<file path="src/design/bcdm_pkg.sv">
package bcdm_pkg;

    // field and datapath widths
    localparam int NV_W      = 36;  // cell voltage in nanovolts
    localparam int SDIFF_W   = 37;  // voltage differences, msb is the sign
    localparam int DIVD_W    = 43;  // serial divider dividend and quotient
    localparam int DIVS_W    = 36;  // serial divider divisor and remainder
    localparam int DIV_CNT_W = 6;   // divider iteration counter
    localparam int EFF_W     = 24;  // effective current, tenths of a mA for charge steps, mA for discharge steps
    localparam int STEP_W    = 39;  // voltage step in nanovolts
    localparam int PCT_W     = 7;
    localparam int CFG_DATA_W = 20;
    localparam int REG_IDX_W  = 3;

    localparam logic [DIV_CNT_W-1:0] DIV_LAST = DIV_CNT_W'(DIVD_W - 1);

    // arithmetic constants
    localparam logic [19:0] NV_PER_MV  = 20'd1000000;
    localparam logic [16:0] WINDOW_MV  = 17'd100;
    localparam logic [18:0] CHG_STEP_K = 19'd27770;   // nV per 0.1 mA per mAh
    localparam logic [18:0] DIS_STEP_K = 19'd277700;  // nV per mA per mAh
    localparam logic [PCT_W-1:0] PCT_FULL     = 7'd100;
    localparam logic [PCT_W-1:0] PCT_EMPTY    = 7'd0;
    localparam logic [PCT_W-1:0] SOC_LOW_PCT  = 7'd5;
    localparam logic [PCT_W-1:0] SOC_HIGH_PCT = 7'd85;

    // commands
    localparam logic [2:0] CMD_CONN_CHG  = 3'd0;
    localparam logic [2:0] CMD_DROP_CHG  = 3'd1;
    localparam logic [2:0] CMD_CHARGE    = 3'd2;
    localparam logic [2:0] CMD_CONN_LOAD = 3'd3;
    localparam logic [2:0] CMD_DROP_LOAD = 3'd4;
    localparam logic [2:0] CMD_DISCHARGE = 3'd5;
    localparam logic [2:0] CMD_SET_VOLT  = 3'd6;

    // result status codes
    localparam logic [3:0] ST_NONE        = 4'd0;
    localparam logic [3:0] ST_BAD_VOLT    = 4'd1;
    localparam logic [3:0] ST_BAD_CURR    = 4'd2;
    localparam logic [3:0] ST_CHG_ON      = 4'd3;
    localparam logic [3:0] ST_CHG_OFF     = 4'd4;
    localparam logic [3:0] ST_CHARGING    = 4'd5;
    localparam logic [3:0] ST_FULL        = 4'd6;
    localparam logic [3:0] ST_LOAD_ON     = 4'd7;
    localparam logic [3:0] ST_LOAD_OFF    = 4'd8;
    localparam logic [3:0] ST_DISCHARGING = 4'd9;
    localparam logic [3:0] ST_LOW         = 4'd10;
    localparam logic [3:0] ST_SET         = 4'd11;

    // state of charge zones for the charge taper
    localparam logic [1:0] ZONE_LOW  = 2'd0;
    localparam logic [1:0] ZONE_MID  = 2'd1;
    localparam logic [1:0] ZONE_HIGH = 2'd2;

    // configuration register indexes
    localparam logic [REG_IDX_W-1:0] REG_MIN_V    = 3'd0;
    localparam logic [REG_IDX_W-1:0] REG_MAX_V    = 3'd1;
    localparam logic [REG_IDX_W-1:0] REG_NOM_V    = 3'd2;
    localparam logic [REG_IDX_W-1:0] REG_CHG_V    = 3'd3;
    localparam logic [REG_IDX_W-1:0] REG_MAX_CHG  = 3'd4;
    localparam logic [REG_IDX_W-1:0] REG_MAX_OUT  = 3'd5;
    localparam logic [REG_IDX_W-1:0] REG_CAPACITY = 3'd6;

    // configuration reset values
    localparam logic [15:0] RST_MIN_V    = 16'd10500;
    localparam logic [15:0] RST_MAX_V    = 16'd12600;
    localparam logic [15:0] RST_NOM_V    = 16'd12000;
    localparam logic [15:0] RST_CHG_V    = 16'd12600;
    localparam logic [19:0] RST_MAX_CHG  = 20'd10000;
    localparam logic [19:0] RST_MAX_OUT  = 20'd20000;
    localparam logic [19:0] RST_CAPACITY = 20'd50000;

    typedef struct packed {
        logic [15:0] min_voltage_mv;
        logic [15:0] max_voltage_mv;
        logic [15:0] nominal_voltage_mv;
        logic [15:0] charging_voltage_mv;
        logic [19:0] max_charge_current_ma;
        logic [19:0] max_output_current_ma;
        logic [19:0] capacity_mah;
    } cfg_t;

    typedef struct packed {
        logic [2:0]  command;
        logic [15:0] supply_mv;
        logic [19:0] current_ma;
    } in_item_t;

    typedef struct packed {
        logic [3:0]       status;
        logic [NV_W-1:0]  battery_nv;
        logic [PCT_W-1:0] charge_percent;
        logic             charger_on;
        logic             load_on;
    } out_item_t;

    typedef enum logic [3:0] {
        S_IDLE,
        S_PREP,
        S_ACT,
        S_MEAS,
        S_SOC_START,
        S_SOC_WAIT,
        S_STEP_START,
        S_STEP_MUL,
        S_STEP_WAIT,
        S_APPLY,
        S_FINISH
    } state_t;

endpackage

</file>
<file path="src/design/bcdm_divider.sv">
module bcdm_divider (
    input  logic                             clk,
    input  logic                             rst_n,
    input  logic                             start,
    input  logic [bcdm_pkg::DIVD_W-1:0]      dividend,
    input  logic [bcdm_pkg::DIVS_W-1:0]      divisor,
    output logic                             done,
    output logic [bcdm_pkg::DIVD_W-1:0]      quotient,
    output logic [bcdm_pkg::DIVS_W-1:0]      remainder
);

    // restoring division, one quotient bit per cycle; the dividend shifts
    // out of num_reg at the top while quotient bits shift in at the bottom
    logic [bcdm_pkg::DIVD_W-1:0]    num_reg, num_next;
    logic [bcdm_pkg::DIVS_W-1:0]    rem_reg, rem_next;
    logic [bcdm_pkg::DIVS_W-1:0]    den_reg, den_next;
    logic [bcdm_pkg::DIV_CNT_W-1:0] cnt_reg, cnt_next;
    logic                           busy_reg, busy_next;
    logic                           done_reg, done_next;

    logic [bcdm_pkg::DIVS_W:0]      trial;
    logic [bcdm_pkg::DIVS_W:0]      trial_diff;
    logic                           fits;

    always_comb
    begin
        trial      = {rem_reg, num_reg[bcdm_pkg::DIVD_W-1]};
        trial_diff = trial - {1'b0, den_reg};
        fits       = (trial >= {1'b0, den_reg});

        num_next  = num_reg;
        rem_next  = rem_reg;
        den_next  = den_reg;
        cnt_next  = cnt_reg;
        busy_next = busy_reg;
        done_next = 1'b0;

        if (start)
        begin
            num_next  = dividend;
            rem_next  = '0;
            den_next  = divisor;
            cnt_next  = bcdm_pkg::DIV_LAST;
            busy_next = 1'b1;
        end
        else if (busy_reg)
        begin
            rem_next = fits ? trial_diff[bcdm_pkg::DIVS_W-1:0]
                            : trial[bcdm_pkg::DIVS_W-1:0];
            num_next = {num_reg[bcdm_pkg::DIVD_W-2:0], fits};
            if (cnt_reg == '0)
            begin
                busy_next = 1'b0;
                done_next = 1'b1;
            end
            else
            begin
                cnt_next = cnt_reg - 1'b1;
            end
        end
    end

    always_ff @(posedge clk or negedge rst_n)
    begin
        if (!rst_n)
        begin
            cnt_reg  <= '0;
            busy_reg <= 1'b0;
            done_reg <= 1'b0;
        end
        else
        begin
            cnt_reg  <= cnt_next;
            busy_reg <= busy_next;
            done_reg <= done_next;
        end
    end

    always_ff @(posedge clk)
    begin
        num_reg <= num_next;
        rem_reg <= rem_next;
        den_reg <= den_next;
    end

    assign done      = done_reg;
    assign quotient  = num_reg;
    assign remainder = rem_reg;

    // the sequencer never restarts a division in flight
    assert property (@(posedge clk) disable iff (!rst_n) start |-> !busy_reg)
        else $error("divider started while busy");

    // completion only follows an active division
    assert property (@(posedge clk) disable iff (!rst_n) done_reg |-> $past(busy_reg))
        else $error("divider done without a division");

endmodule

</file>
<file path="config.mk">
export PLATFORM = sky130hd
export DESIGN_NAME = bcdm_divider
export DESIGN_NICKNAME = d
export VERILOG_FILES = /design/src/design/bcdm_pkg.sv /design/src/design/bcdm_divider.sv
export SDC_FILE = /design/constraint.sdc
export NUM_CORES = 1
export LEC_CHECK = 0
export BUFFER_PORTS_ARGS = -buffer_cell sky130_fd_sc_hd__buf_4
export CORE_ASPECT_RATIO = 2
export CORE_MARGIN = 8
export CORE_UTILIZATION = 57
export DETAILED_ROUTE_END_ITERATION = 8
export GPL_ROUTABILITY_DRIVEN = 0
export PLACE_DENSITY = 0.95
export SKIP_LAST_GASP = 1
export SLEW_MARGIN = 20
export SYNTH_ARGS = -nofsm -noshare
export SYNTH_HDL_FRONTEND = slang
export SYNTH_SLANG_ARGS = --single-unit
</file>
<file path="constraint.sdc">
create_clock -name clk -period 6.4 [get_ports clk]
set_input_delay 1.6 -clock clk [delete_from_list [all_inputs] [get_ports clk]]
set_output_delay 1.6 -clock clk [all_outputs]
set_load 0.005 [all_outputs]
</file>
==> results.json <==
{
  "synth_fa_ha_area_share_pct": 6.97,
  "path_clk_slew_ns": 0.06,
  "route.met3.wl_mm": 1.66,
  "synth_mux_area_share_pct": 11.1,
  "placed_cells": 945,
  "critical_path.max_stage_delay_ns": 0.49,
  "core_region_area_mm2": 0.0122,
  "drt_iter0_drc": 464,
  "async_reset_ff_share_pct": 6.50,
  "slew_viol_final": 0,
  "synthesis.nets": 786,
  "fin_setup_tns_ns": 0,
  "via_per_inst": 6.10,
  "synthesis.area_mm2": 0.00711,
  "routed-wl-met2_mm": 11.0,
  "drt-pass1-iter-count": 5,
  "hpwl_mm": 14.5,
  "cp-end-kind": "flip-flop",
  "die_area_mm2": 0.0165,
  "num_antenna_cells": 0,
  "critPathMaxFanout": 22,
  "reg2regPathDepth": 13,
  "hold-path-cell-count": 2,
  "drc_errors": 0,
  "crit_family": "compound AO/OA/AOI/OAI gates",
  "arrival_ns": 3.77,
  "cts_hold_buf": 0,
  "layout.cells.non_filler": 978,
  "drtAntennaViolNets": 0,
  "wirelength_mm": 20.1,
  "dieWidth_um": 95.0,
  "r2r_start": "den_reg[1]$_DFFE_PP_",
  "power.density_mw_per_mm2": 432,
  "fin_crit_ns": 3.51,
  "p_leak_nw": 3.95,
  "fin_crit_sh_pct": 54.9,
  "synth_top_family_by_area": "compound AO/OA/AOI/OAI gates",
  "hold_viol_final": 0,
  "synth_xor_area_share_pct": 4.19,
  "final_common_cell": "buf_4",
  "layout_common_cells": "buf_4, edfxtp_1, nor2_1, inv_1, mux2_2",
  "grt.total_usage_pct": 24.6,
  "nets": 939,
  "wl_met1_mm": 6.64,
  "cts_setup_buffers": 0,
  "cts-root-buf": "clkbuf_16",
  "clock-sinks": 123,
  "hold_end": "remainder[15]$_SDFFE_PP0P_",
  "final.setup_skew_ns": 0.0142,
  "run_status": "finished, final reports clean",
  "grt_max_degree": 72,
  "synth_seq_area_share_pct": 46.3,
  "path_cells": "inv_1 -> ha_1 -> nor2b_1 -> o21bai_4 -> a31oi_2 -> o2111ai_2 -> a31oi_4 -> a21oi_2 -> o31ai_4 -> buf_6 -> buf_4 -> mux2i_1 -> a211oi_1",
  "die_h_um": 174,
  "synth_compound_gate_area_share_pct": 16.9,
  "start_util_pct": 58.3,
  "drv_cap": 0,
  "syn-instance-count": 665,
  "drive_above_1_share_pct": 30.9,
  "worstSetupPathType": "reg2reg",
  "numPortBuffers": 161,
  "min-delay-start": "remainder[15]$_SDFFE_PP0P_",
  "h-tree-depth": 4,
  "clk_latency_ns": 0.42,
  "ir_drop_uv": 252,
  "final-setup-viol-count": 0,
  "cts_resized": 0,
  "synth_edf_count": 79,
  "worstMarginPinSlew_ns": 0.852,
  "io_pins": 162,
  "worstPathRequired_ns": 6.66,
  "reg2reg_to": "remainder[28]$_SDFFE_PP0P_",
  "antenna_found_initial": 0,
  "fillers": 790,
  "largest_reg_flops": 43,
  "synth-warning-count": 0,
  "path_buf_inv": 3,
  "rrSetupSlack_ns": 2.89,
  "synth-simple-area-share_pct": 9.84,
  "slew-limit-headroom_pct": 43.2,
  "vias": 5968,
  "syn_area_per_cell_um2": 10.7,
  "syn2layout_area_growth_pct": 25.5,
  "rsz0062_at_grt": "no",
  "grt_pass1_wl_mm": 31.6,
  "grt_pass1_vias": 6247,
  "cts_tree": "done",
  "synth_ff_type": "edfxtp_1",
  "min_path_type": "reg2reg",
  "highest_layer": "met4",
  "ys_types": 63,
  "startpoint_type": "flip-flop",
  "max_freq_ghz": 0.285,
  "wl_per_cell_um": 20.6,
  "slowest_stage": "o31ai_4",
  "overflow": 0,
  "numCtsBuffers": 17,
  "rows": 57,
  "ys_seq_elements": 123,
  "max-clock-path-buffers": 2
}
power breakdown:
part	switching [mW]	leakage, nW	internal (mW)	total, mW
clock network	0.379	0.244	0.495	0.874
logic	0.963	2.51	0.829	1.79
registers	0.167	1.19	1.02	1.18
layout make-up:
class / count / area [um^2] / area share (%)
multi-input combinational: 461 / 3480 / 39.0
sequential: 123 / 3290 / 36.9
timing repair buffer: 166 / 1250 / 14.0
clock buffer: 19 / 433 / 4.85
inverter: 49 / 184 / 2.06
tap: 147 / 184 / 2.06
clock inverter: 13 / 95.1 / 1.07
how the worst max path moves through the flow:
stage	startpoint	end	slack (ns)	depth (start not counted)
after floorplan	start	quotient[0]$_DFFE_PP_	2.97	4
after global placement	den_reg[1]$_DFFE_PP_	remainder[28]$_SDFFE_PP0P_	2.72	12
after detailed placement	den_reg[1]$_DFFE_PP_	remainder[28]$_SDFFE_PP0P_	2.59	12
after CTS	den_reg[1]$_DFFE_PP_	remainder[28]$_SDFFE_PP0P_	2.59	12
after global routing	den_reg[16]$_DFFE_PP_	remainder[23]$_SDFFE_PP0P_	2.68	13
final	den_reg[1]$_DFFE_PP_	remainder[28]$_SDFFE_PP0P_	2.89	13
cell usage after synthesis (7+ instances only):
library cell  count  area (um^2)
edfxtp_1         79         2370
nor2_1           58          218
inv_1            49          184
mux2_2           44          495
ha_1             38          475
a21oi_1          37          185
a211oi_1         36          270
dfxtp_1          36          721
nand2_1          30          113
mux2i_1          29          290
clkbuf_1         26         97.6
o21ai_0          20          100
xor2_1           18          158
a21o_1           16          120
xnor2_1          16          140
nand3_1           9         45.0
nand4_1           9         56.3
and3_1            8         50.1
dfrtp_1           8          200
o21bai_1          8         60.1
nor3_1            7         35.0
worst reg2reg max path: stages, from the launching register on:
cell       delay, ns
edfxtp_1        0.37
inv_1           0.06
ha_1            0.29
nor2b_1         0.27
o21bai_4        0.09
a31oi_2         0.22
o2111ai_2       0.18
a31oi_4         0.26
a21oi_2         0.14
o31ai_4         0.49
buf_6           0.27
buf_4           0.38
mux2i_1         0.26
a211oi_1        0.09
through the flow:
| step | power (mW) | worst slack, ns | utilization (%) | hold WS [ns] | area [um^2] |
|---|---|---|---|---|---|
| finish | 3.85 | 2.89 | 73.2 | 0.521 | 8920 |
| global route | 4.05 | 2.68 | 73.2 | 0.538 | 8920 |
| CTS | 3.82 | 2.59 | 73.1 | 0.525 | 8910 |
| detailed placement | 2.92 | 2.59 | 68.7 | 0.508 | 8380 |
| global placement | 2.87 | 2.72 | 68.7 | 0.506 | 8380 |
| floorplan | 2.37 | 2.97 | - | 0.473 | 7110 |
metal layers:
metal | track usage [%] | vias to the layer above
met2 | 44.8 | 283
met3 | 7.98 | 75
met1 | 23.6 | 2850
met5 | 0 | -
li1 | - | 2760
met4 | 11.7 | 0
kinds of logic (layout without fill, tap and decap cells):
group                    count (synthesis)  after routing
AO/OA/AOI/OAI                          166            166
AND/OR/NAND/NOR                        149            149
flip-flops                             123            123
buffers and inverters                   81            247
multiplexers                            73             73
adder cells (fa/ha/maj)                 39             39
XOR/XNOR                                34             34
No activity file was read; power rests on OpenSTA's default activity.
